**src/btffa_pkg.sv**
```systemverilog
`default_nettype none
package btffa_pkg;

  // item fields
  typedef struct packed {
    logic        req_type;
    logic [31:0] size_bytes;
    logic [31:0] address;
  } in_item_t;

  typedef struct packed {
    logic [1:0]  status;
    logic [31:0] block_address;
    logic [10:0] used_blocks;
  } out_item_t;

  // configuration registers as seen by the engine
  typedef struct packed {
    logic [31:0] base_address;
    logic [10:0] blocks_in_use;
  } cfg_t;

  localparam int CFG_ADDR_W = 3;
  localparam logic [10:0] BLOCKS_RESET = 11'd1024;

  // register indexes
  localparam logic REG_BASE   = 1'b0;
  localparam logic REG_BLOCKS = 1'b1;

  // request types
  localparam logic REQ_ALLOC = 1'b0;
  localparam logic REQ_FREE  = 1'b1;

  // result status codes
  localparam logic [1:0] ST_OK    = 2'd0;
  localparam logic [1:0] ST_NOMEM = 2'd1;
  localparam logic [1:0] ST_RANGE = 2'd2;

  // table entry flags
  localparam int ENT_W = 3;
  localparam logic [ENT_W-1:0] ENT_TAKEN     = 3'b001;
  localparam logic [ENT_W-1:0] ENT_FIRST     = 3'b010;
  localparam logic [ENT_W-1:0] ENT_HAS_NEXT  = 3'b100;
  localparam logic [ENT_W-1:0] ENT_TYPE_MASK = ENT_TAKEN & 3'(4'hF);

endpackage
`default_nettype wire

```
**src/block_table_first_fit_allocator.sv**
```systemverilog
// first-fit block table allocator
// input channel: an item (in_item) is taken at a rising edge with start high and
//   busy low; req_type selects allocate (size_bytes) or free (address)
// result channel: one result per item, shown on out_item for exactly one cycle
//   with out_valid high; the receiver cannot stall, so nothing is held back
// config: apb-style port, base_address at 0x0, blocks_in_use at 0x4; write
//   only while idle; pready is tied high
// timing: the block table lives in one synchronous ram read one entry a
//   cycle, so the first-fit scan is set by that read port
//   allocate: entries are read up to the end of the first free run of the
//   needed length (at most the heap length), then each block of that run
//   is marked; with no fitting run the whole heap is read before the answer
//   free: the chain is walked, each block cleared, until an entry without a
//   successor or the heap end; rejected requests are answered from idle
//   one item at a time; busy stays high until its result is shown, but a
//   rejected request is answered without raising busy
// reset: a clearing pass writes every table entry free with busy high;
//   configuration writes are taken meanwhile
// BLOCK_BYTES must be a power of two
`default_nettype none
module block_table_first_fit_allocator
  import btffa_pkg::*;
#(
  parameter int BLOCK_BYTES = 4096,
  parameter int MAX_BLOCKS  = 1024
) (
  input  wire logic                  clk,
  input  wire logic                  rst_n,
  // item in
  input  wire logic                  start,
  output      logic                  busy,
  input  wire in_item_t              in_item,
  // result out
  output      logic                  out_valid,
  output      out_item_t             out_item,
  // configuration
  input  wire logic                  psel,
  input  wire logic                  penable,
  input  wire logic                  pwrite,
  input  wire logic [CFG_ADDR_W-1:0] paddr,
  input  wire logic [31:0]           pwdata,
  output      logic [31:0]           prdata,
  output      logic                  pready
);

  cfg_t cfg;

  // register file
  btffa_apb u_apb (
    .clk     (clk),
    .rst_n   (rst_n),
    .psel    (psel),
    .penable (penable),
    .pwrite  (pwrite),
    .paddr   (paddr),
    .pwdata  (pwdata),
    .prdata  (prdata),
    .pready  (pready),
    .cfg     (cfg)
  );

  // scan / mark / free sequencer around the table ram
  btffa_engine #(
    .BLOCK_BYTES (BLOCK_BYTES),
    .MAX_BLOCKS  (MAX_BLOCKS)
  ) u_engine (
    .clk       (clk),
    .rst_n     (rst_n),
    .cfg       (cfg),
    .start     (start),
    .in_item   (in_item),
    .busy      (busy),
    .out_valid (out_valid),
    .out_item  (out_item)
  );

endmodule
`default_nettype wire

```
**src/btffa_ram.sv**
```systemverilog
`default_nettype none
module btffa_ram #(
  parameter int WIDTH = 3,
  parameter int DEPTH = 1024
) (
  input  wire logic                     clk,
  input  wire logic                     we,
  input  wire logic [$clog2(DEPTH)-1:0] waddr,
  input  wire logic [WIDTH-1:0]         wdata,
  input  wire logic                     re,
  input  wire logic [$clog2(DEPTH)-1:0] raddr,
  output      logic [WIDTH-1:0]         rdata
);

  logic [WIDTH-1:0] mem [DEPTH];

  always_ff @(posedge clk) begin
    if (we) begin
      mem[waddr] <= wdata;
    end
    if (re) begin
      rdata <= mem[raddr];
    end
  end

endmodule
`default_nettype wire

```
**src/btffa_apb.sv**
```systemverilog
`default_nettype none
module btffa_apb
  import btffa_pkg::*;
(
  input  wire logic                  clk,
  input  wire logic                  rst_n,
  input  wire logic                  psel,
  input  wire logic                  penable,
  input  wire logic                  pwrite,
  input  wire logic [CFG_ADDR_W-1:0] paddr,
  input  wire logic [31:0]           pwdata,
  output      logic [31:0]           prdata,
  output      logic                  pready,
  output      cfg_t                  cfg
);

  cfg_t cfg_r;
  logic wr_en;

  assign pready = 1'b1;
  assign wr_en  = psel & penable & pwrite & pready;
  assign cfg    = cfg_r;

  always_ff @(posedge clk) begin
    if (!rst_n) begin
      cfg_r.base_address  <= 32'd0;
      cfg_r.blocks_in_use <= BLOCKS_RESET;
    end else if (wr_en) begin
      case (paddr[2])
        REG_BASE:   cfg_r.base_address  <= pwdata;
        REG_BLOCKS: cfg_r.blocks_in_use <= pwdata[10:0];
        default:    cfg_r <= cfg_r;
      endcase
    end
  end

  always_comb begin
    case (paddr[2])
      REG_BASE:   prdata = cfg_r.base_address;
      REG_BLOCKS: prdata = {21'd0, cfg_r.blocks_in_use};
      default:    prdata = 32'd0;
    endcase
  end

endmodule
`default_nettype wire

```
**src/btffa_engine.sv**
```systemverilog
`default_nettype none
module btffa_engine
  import btffa_pkg::*;
#(
  parameter int BLOCK_BYTES = 4096,
  parameter int MAX_BLOCKS  = 1024
) (
  input  wire logic      clk,
  input  wire logic      rst_n,
  input  wire cfg_t      cfg,
  input  wire logic      start,
  input  wire in_item_t  in_item,
  output      logic      busy,
  output      logic      out_valid,
  output      out_item_t out_item
);

  localparam int AW   = $clog2(MAX_BLOCKS);
  localparam int IW   = $clog2(MAX_BLOCKS + 1);
  localparam int LOG2 = $clog2(BLOCK_BYTES);

  localparam logic [2:0] S_CLEAR = 3'd0;
  localparam logic [2:0] S_IDLE  = 3'd1;
  localparam logic [2:0] S_SCAN  = 3'd2;
  localparam logic [2:0] S_MARK  = 3'd3;
  localparam logic [2:0] S_FREE  = 3'd4;

  logic [2:0]    state_r, state_nxt;
  logic [IW-1:0] iss_r, iss_nxt;
  logic          pv_r, pv_nxt;
  logic [IW-1:0] chk_r, chk_nxt;
  logic [IW-1:0] run_r, run_nxt;
  logic [IW-1:0] start_r, start_nxt;
  logic [IW-1:0] need_r, need_nxt;
  logic [IW-1:0] mk_r, mk_nxt;
  logic [IW-1:0] rem_r, rem_nxt;
  logic [IW-1:0] taken_r, taken_nxt;
  logic          out_valid_r, out_valid_nxt;
  out_item_t     out_r, out_nxt;

  logic             we, re;
  logic [AW-1:0]    waddr, raddr;
  logic [ENT_W-1:0] wdata, rdata;

  logic [31:0]   n32, base_eff, blk;
  logic [IW-1:0] n, run_inc, st, t_dec;
  logic [32:0]   need33;

  btffa_ram #(.WIDTH(ENT_W), .DEPTH(MAX_BLOCKS)) u_ram (
    .clk   (clk),
    .we    (we),
    .waddr (waddr),
    .wdata (wdata),
    .re    (re),
    .raddr (raddr),
    .rdata (rdata)
  );

  assign busy      = (state_r != S_IDLE);
  assign out_valid = out_valid_r;
  assign out_item  = out_r;

  // effective heap length and block-aligned base
  assign n32      = (32'(cfg.blocks_in_use) < 32'(MAX_BLOCKS)) ?
                    32'(cfg.blocks_in_use) : 32'(MAX_BLOCKS);
  assign n        = n32[IW-1:0];
  assign base_eff = cfg.base_address & ~32'(BLOCK_BYTES - 1);
  assign need33   = ({1'b0, in_item.size_bytes} + 33'(BLOCK_BYTES - 1)) >> LOG2;
  assign blk      = (in_item.address - base_eff) >> LOG2;
  assign run_inc  = run_r + 1'b1;
  assign st       = (run_r == '0) ? chk_r : start_r;
  assign t_dec    = (((rdata & ENT_TAKEN) != '0) && (taken_r != '0)) ?
                    taken_r - 1'b1 : taken_r;

  always_comb begin
    state_nxt     = state_r;
    iss_nxt       = iss_r;
    pv_nxt        = pv_r;
    chk_nxt       = chk_r;
    run_nxt       = run_r;
    start_nxt     = start_r;
    need_nxt      = need_r;
    mk_nxt        = mk_r;
    rem_nxt       = rem_r;
    taken_nxt     = taken_r;
    out_valid_nxt = 1'b0;
    out_nxt       = out_r;
    we            = 1'b0;
    waddr         = iss_r[AW-1:0];
    wdata         = '0;
    re            = 1'b0;
    raddr         = iss_r[AW-1:0];

    case (state_r)
      S_CLEAR: begin
        we      = 1'b1;
        iss_nxt = iss_r + 1'b1;
        if (iss_r == IW'(MAX_BLOCKS - 1)) begin
          iss_nxt   = '0;
          state_nxt = S_IDLE;
        end
      end
      S_IDLE: begin
        if (start) begin
          out_nxt.block_address = 32'd0;
          out_nxt.used_blocks   = 11'(taken_r);
          iss_nxt = '0;
          pv_nxt  = 1'b0;
          run_nxt = '0;
          if (in_item.req_type == REQ_ALLOC) begin
            if (in_item.size_bytes == 32'd0 || need33 > 33'(n)) begin
              out_valid_nxt  = 1'b1;
              out_nxt.status = ST_NOMEM;
            end else begin
              need_nxt  = need33[IW-1:0];
              state_nxt = S_SCAN;
            end
          end else begin
            if (in_item.address < base_eff || blk >= 32'(n)) begin
              out_valid_nxt  = 1'b1;
              out_nxt.status = ST_RANGE;
            end else begin
              iss_nxt   = blk[IW-1:0];
              state_nxt = S_FREE;
            end
          end
        end
      end
      S_SCAN: begin
        pv_nxt = 1'b0;
        if (iss_r < n) begin
          re      = 1'b1;
          pv_nxt  = 1'b1;
          chk_nxt = iss_r;
          iss_nxt = iss_r + 1'b1;
        end
        if (pv_r) begin
          if ((rdata & ENT_TYPE_MASK) != '0) begin
            run_nxt = '0;
          end else begin
            start_nxt = st;
            run_nxt   = run_inc;
            if (run_inc == need_r) begin
              mk_nxt    = st;
              rem_nxt   = need_r;
              pv_nxt    = 1'b0;
              state_nxt = S_MARK;
            end
          end
        end else if (iss_r >= n) begin
          out_valid_nxt         = 1'b1;
          out_nxt.status        = ST_NOMEM;
          out_nxt.block_address = 32'd0;
          out_nxt.used_blocks   = 11'(taken_r);
          state_nxt             = S_IDLE;
        end
      end
      S_MARK: begin
        we    = 1'b1;
        waddr = mk_r[AW-1:0];
        wdata = ENT_TAKEN | ((rem_r == need_r) ? ENT_FIRST : '0)
                | ((rem_r != IW'(1)) ? ENT_HAS_NEXT : '0);
        mk_nxt  = mk_r + 1'b1;
        rem_nxt = rem_r - 1'b1;
        if (rem_r == IW'(1)) begin
          taken_nxt             = taken_r + need_r;
          out_valid_nxt         = 1'b1;
          out_nxt.status        = ST_OK;
          out_nxt.block_address = base_eff + (32'(start_r) << LOG2);
          out_nxt.used_blocks   = 11'(taken_r + need_r);
          state_nxt             = S_IDLE;
        end
      end
      S_FREE: begin
        pv_nxt = 1'b0;
        if (iss_r < n) begin
          re      = 1'b1;
          pv_nxt  = 1'b1;
          chk_nxt = iss_r;
          iss_nxt = iss_r + 1'b1;
        end
        if (pv_r) begin
          we        = 1'b1;
          waddr     = chk_r[AW-1:0];
          taken_nxt = t_dec;
          if ((rdata & ENT_HAS_NEXT) == '0) begin
            pv_nxt                = 1'b0;
            out_valid_nxt         = 1'b1;
            out_nxt.status        = ST_OK;
            out_nxt.block_address = 32'd0;
            out_nxt.used_blocks   = 11'(t_dec);
            state_nxt             = S_IDLE;
          end
        end else if (iss_r >= n) begin
          out_valid_nxt         = 1'b1;
          out_nxt.status        = ST_OK;
          out_nxt.block_address = 32'd0;
          out_nxt.used_blocks   = 11'(taken_r);
          state_nxt             = S_IDLE;
        end
      end
      default: begin
        state_nxt = S_IDLE;
      end
    endcase
  end

  always_ff @(posedge clk) begin
    if (!rst_n) begin
      state_r     <= S_CLEAR;
      iss_r       <= '0;
      pv_r        <= 1'b0;
      taken_r     <= '0;
      out_valid_r <= 1'b0;
    end else begin
      state_r     <= state_nxt;
      iss_r       <= iss_nxt;
      pv_r        <= pv_nxt;
      taken_r     <= taken_nxt;
      out_valid_r <= out_valid_nxt;
    end
  end

  always_ff @(posedge clk) begin
    chk_r   <= chk_nxt;
    run_r   <= run_nxt;
    start_r <= start_nxt;
    need_r  <= need_nxt;
    mk_r    <= mk_nxt;
    rem_r   <= rem_nxt;
    out_r   <= out_nxt;
  end

endmodule
`default_nettype wire

```
**config.mk**
```make
export PLATFORM = sky130hd
export DESIGN_NAME = block_table_first_fit_allocator
export DESIGN_NICKNAME = d
export VERILOG_FILES = /design/src/btffa_pkg.sv /design/src/block_table_first_fit_allocator.sv /design/src/btffa_ram.sv /design/src/btffa_apb.sv /design/src/btffa_engine.sv
export SDC_FILE = /design/constraint.sdc
export NUM_CORES = 2
export LEC_CHECK = 0
export BUFFER_PORTS_ARGS = -buffer_cell sky130_fd_sc_hd__buf_2
export CAP_MARGIN = 10
export CORE_MARGIN = 2
export CORE_UTILIZATION = 60
export CTS_CLUSTER_SIZE = 20
export DETAILED_ROUTE_END_ITERATION = 10
export HOLD_SLACK_MARGIN = 0.03
export PLACE_DENSITY_LB_ADDON = 0.1
export SLEW_MARGIN = 10
export SYNTH_ARGS = -nofsm -noshare
export SYNTH_HDL_FRONTEND = slang
export SYNTH_HIERARCHICAL = 1
export SYNTH_SLANG_ARGS = --single-unit
```
**constraint.sdc**
```tcl
create_clock -name clk -period 85.6 [get_ports clk]
set_clock_uncertainty 0.05 [all_clocks]
set_input_delay 17.12 -clock clk [delete_from_list [all_inputs] [get_ports clk]]
set_output_delay 17.12 -clock clk [all_outputs]
set_load 0.005 [all_outputs]
```
# Word-level counts from Yosys, hierarchy flattened

Memories as Yosys holds them, arrays and structs flattened. A register that Yosys moved wholly into a read port is not among the register bits.
Cells that the tools add are included.

Memories: 1
Bits in registers: 181
Output and inout port bits: 80
Bits of input ports: 106
Word-level logic and storage cells: 173
RAM bits: 3072

Reductions and logical operators: 29
Add/subtract/negate cells: 9
Bitwise operators: 7
Multiplexer cells: 77
$lt $le $gt $ge: 6
Equal/unequal tests: 28

Memory list:

| memory             | depth | width | read ports | clocked after memory_dff | wr ports | RTL line        | text |
|---|---|---|---|---|---|---|---|
| u_engine.u_ram.mem | 1024  | 3     | 1          | 1                        | 1        | btffa_ram.sv:15 | `logic [WIDTH-1:0] mem [DEPTH];` |

Operators by type and width:

| operator                 | number |
|---|---|
| $mux W45                 | 7 |
| $mux W11                 | 19 |
| $pmux W45 S4             | 1 |
| $pmux W11 S2             | 4 |
| $pmux W32 S2             | 1 |
| $mux W3                  | 14 |
| $add A11 B1 Y11 const B  | 3 |
| $add A32 B12 Y33 const B | 1 |
| $pmux W11 S3             | 1 |
| $add A32 B23 Y32         | 1 |
| $logic_not A32 Y1        | 1 |
| $lt A32 B32 Y1           | 1 |
| $sub A32 B32 Y32         | 1 |
| $eq A11 B11 Y1           | 2 |
| $sub A11 B1 Y11 const B  | 2 |
| $gt A21 B11 Y1           | 1 |
| $ge A20 B11 Y1           | 1 |
| $mux W1                  | 20 |
| $pmux W10 S2             | 1 |
| $ne A3 B3 Y1 const B     | 5 |
| $pmux W3 S5              | 1 |
| $ne A2 B1 Y1 const B     | 7 |
| $reduce_and A3 Y1        | 4 |
| $add A11 B11 Y11         | 1 |
| 34 further kinds         | 56 |

# Logic depth before layout (Yosys ltp)

Word-level depth: 8
Mapped depth: 19
Depth with buffers taken out: 19

# By module

The synthesis kept the hierarchy.

Modules (own cells, without submodules):

| module       | cells each | times used | area each (um2) | sequential area each (um2) |
|---|---|---|---|---|
| btffa_ram    | 6544       | 1          | 123732.4        | 92338.6 |
| btffa_engine | 1114       | 1          | 9928.3          | 3483.3 |
| btffa_apb    | 215        | 1          | 1981.9          | 860.8 |

# Worst setup path before layout

OpenSTA, ideal clock, no wires.

Path kind: register -> register
Start: register u_engine.rem_r[0]
End: memory u_engine.u_ram.mem[0][1] (data pin)
Library setup time: 10.604 ns
Period minus slack after synthesis: 65.330 ns
Data required time: 74.946 ns
Cell stages (with the launch flop): 4
Path slack: 20.270 ns
Path buffers: 0
Arrival time: 54.676 ns
Path through: edfxtp_1 -> xnor2_1 -> nand4_1 -> nor4_1

Longest elaborated chain between the ends: 4

RTL lines:

| element                | RTL line            | text |
|---|---|---|
| start, declared        | btffa_engine.sv:36  | `logic [IW-1:0] rem_r, rem_nxt;` |
| start signal, assigned | btffa_engine.sv:230 | `rem_r <= rem_nxt;` |
| $eq A11 B11 Y1         | btffa_engine.sv:161 | `wdata = ENT_TAKEN \| ((rem_r == need_r) ? ENT_FIRST : '0)` |
| $mux W2                | btffa_engine.sv:161 |  |
| $or A3 B3 Y3           | btffa_engine.sv:162 | `\| ((rem_r != IW'(1)) ? ENT_HAS_NEXT : '0);` |
| $mux W3                | btffa_engine.sv:94  | `case (state_r)` |
| via u_engine.wdata[1]  | btffa_engine.sv:43  | `logic [ENT_W-1:0] wdata, rdata;` |
| end, declared          | btffa_ram.sv:15     |  |

The timed path passes the listed nets, and every way through them passes these cells.

# Worst setup path in the final report

Start: input paddr[2]
End: output prdata[5]

Longest elaborated chain between the ends: 2

RTL lines:

| element                     | RTL line                              | text |
|---|---|---|
| start, declared             | block_table_first_fit_allocator.sv:40 | `input wire logic [CFG_ADDR_W-1:0] paddr,` |
| $not A1 Y1 (no source line) | n/a                                   |  |
| $pmux W32 S2 *              | btffa_apb.sv:38                       | `case (paddr[2])` |
| end, declared               | block_table_first_fit_allocator.sv:42 | `output logic [31:0] prdata,` |

Every way passes the cells marked *; elsewhere a longest branch is shown, timed or not.

==> key figures <==
Global route
  • Global-route wire length before repair: 368 mm
  • Antenna violations before repair: 6
  • Total grt overflow: 0
  • Largest net degree at the start of global routing: 250
  • Total GRT Usage: 30.9%
  • Vias in the first global route: around 55k

Timing
  • Max-slew violations: 0
  • Total Neg Setup Slack: 0 ns
  • Period minus WS final: roughly 35 ns
  • Headroom to the max-slew limit: roughly 15%
  • RSZ-0062 raised after global routing: no
  • Achievable Freq: 28.3 MHz
  • Hold WS: ~0.4 ns
  • Final setup violation count: 0
  • Final period util: around two fifths
  • Final Hold Fails: 0
  • Slew @ Worst Pin: 1.27 ns

Power and ir drop
  • PD cells: 20.6 nW/um^2
  • Max VDD drop: slightly above 0.00002 V
  • Leak: 27.8 nW

Setup path
  • R2R cell count: 11
  • Worst path bufs/invs: 2
  • Critical path origin: paddr[2]
  • Setup crit end: prdata[5]
  • Critical Path Most Common Cell: buf_2
  • CP max-delay cell: buf_2
  • Family with the most delay on the worst path: buffers and inverters
  • RR Endpoint: u_engine/u_ram/rdata[0]
  • Crit Path Class: input pin to primary output
  • Critical path endpoint category: primary output
  • Worst EP required: 68.43 ns
  • Worst Path Max Fanout: 34
  • RR Startpoint: u_engine/iss_r[0]
  • Critical path, cell by cell: buf_2 -> mux2_2 -> buf_2
  • Flop-to-flop setup slack: 78.51 ns
  • Crit start category: input pin
  • WP depth: 3
  • CP peak stage delay: between 0.4 and 0.5 ns
  • Worst endpoint data arrival time: between 15 and 20 ns

Clock network
  • Post_cts resized: 0
  • Hold buffer count at cts: 0
  • Post-CTS setup buffer count: 0
  • Longest Clk Path Bufs: 3
  • TritonCTS clock tree: done
  • H-Tree Depth: 4
  • Num CTS Buffers: 218
  • CTS root buf: clkbuf_16
  • Skew-Pair Late Insertion Delay: approximately 0.85 ns
  • Clock transition at path regs: 0.06 ns
  • CTS sink count: 2,218

Drt
  • DRT antenna net count: 0
  • Via count: 56.4k
  • WL final: 254 mm
  • Residual DRC: 0
  • Via density: 6.60
  • DR WL/cell: 29.8 um
  • Initial DRT Pass Iterations: 6
  • Starting DRT DRC Count: 7,602

Min path
  • Hold WC Path Type: flip-flop to flip-flop

Die
  • Die Wd: 406 um
  • Die footprint: ~160,000 sq um
  • Initial core utilization: 60.4%
  • I/O pins: 186
  • Row count: between 100 and 150
  • Core ar.: 161,000 sq um
  • Die extent in y: 406 um

Cells and area
  • Layout area overhead: 8.55%
  • Final Net Count: 6,381
  • Layout cells sized above 1: 17.9%

Place
  • # port buffers: about 160
  • Dpl hpwl: around 140 mm
  • GPL Wtd Cong: about 0.89

Synthesis
  • Mapped Cells: 6,246
  • Synth warnings: 6
  • Post-Syn Area per Cell: 15.5 sq um
  • Post-Synthesis Cell Area: 96,900 sq um

Job
  • Max-cap viol count: 0

Status
  • Status: complete, no violations
[routing by layer]
metal  wire length, um  part of all wire, %  track usage [%]
met1            100000                   39             44.3
met2            122000                   48             49.2
met3             25000                  9.8             5.60
met4              7040                  2.8             8.80
met5                 0                    0                0
[flip-flops by register name (all words and copies together), names as in the netlist, 3 cells and up, named ones only]
name and flops:
u_engine/u_ram/mem 2048, u_apb/cfg 43, u_engine/out_item 33, u_engine/chk_r 11, u_engine/iss_r 11, u_engine/need_r 11, u_engine/rem_r 11, u_engine/run_r 11
u_engine/taken_r 11, u_engine/mk_r 10, u_engine/start_r 10, u_engine/state_r 3
[where the power goes]
group,switching (mW),internal [mW]
combinational,0.0488,0.0278
sequential,0.00210,1.17
clock,0.406,0.515
total,0.457,1.72
[worst min-delay path by stage]
stage	startpoint	end	slack, ns	depth (start not counted)
after global placement	u_engine/chk_r[10]	flip-flop	0.35	0
final	u_engine/chk_r[10]	flip-flop	0.39	0
after global routing	u_engine/chk_r[10]	flip-flop	0.41	0
after CTS	u_engine/chk_r[10]	flip-flop	0.39	0
after detailed placement	u_engine/chk_r[10]	flip-flop	0.38	0
after floorplan	u_engine/chk_r[10]	flip-flop	0.35	0
[cells in the final DEF, fill, tap and decap left out, types with 23 or more instances in the layout]
cell type,count
clkinv_1,54
nand3_4,24
dfxtp_1,64
mux2i_1,253
nand3_1,63
a211oi_1,33
nand2_1,257
mux2_2,24
xor2_1,27
edfxtp_1,2148
mux4_2,439
a22oi_1,55
a21oi_1,125
clkbuf_16,222
buf_2,158
o22ai_1,62
nor3_1,76
buf_4,106
inv_1,58
clkinv_2,41
nor4_1,32
o221ai_1,69
ha_1,82
nand4_1,30
nor2_1,1172
nor2b_1,48
xnor2_1,53
and3_1,30
a21o_1,23
clkbuf_1,47
o21ai_0,93
[stage by stage]
| stage | utilization, % | area [sq um] | setup WS (ns) | total power, mW | cells |
|---|---|---|---|---|---|
| 2_1_floorplan | - | 97000 | 48.87 | 1.26 | 6257 |
| 3_3_place_gp | 61.2 | 98300 | 50.30 | 1.27 | 8127 |
| 3_5_place_dp | 61.2 | 98300 | 50.26 | 1.27 | 8127 |
| 4_1_cts | 65.5 | 105000 | 50.26 | 2.18 | 8528 |
| 5_1_grt | 65.5 | 105000 | 50.21 | 2.23 | 8531 |
| 6_report | 65.5 | 105000 | 50.27 | 2.17 | 8536 |
[final cells by class]
class	count	area [sq um]
Tap cell	2160	2700
Multi-Input combinational cell	3414	27700
Clock inverter	129	1070
Clock buffer	272	5760
Fill cell	11400	55400
Antenna cell	5	12.5
Sequential cell	2218	65900
Inverter	63	245
Timing Repair Buffer	275	1800
No activity file was read; power rests on OpenSTA's default activity.
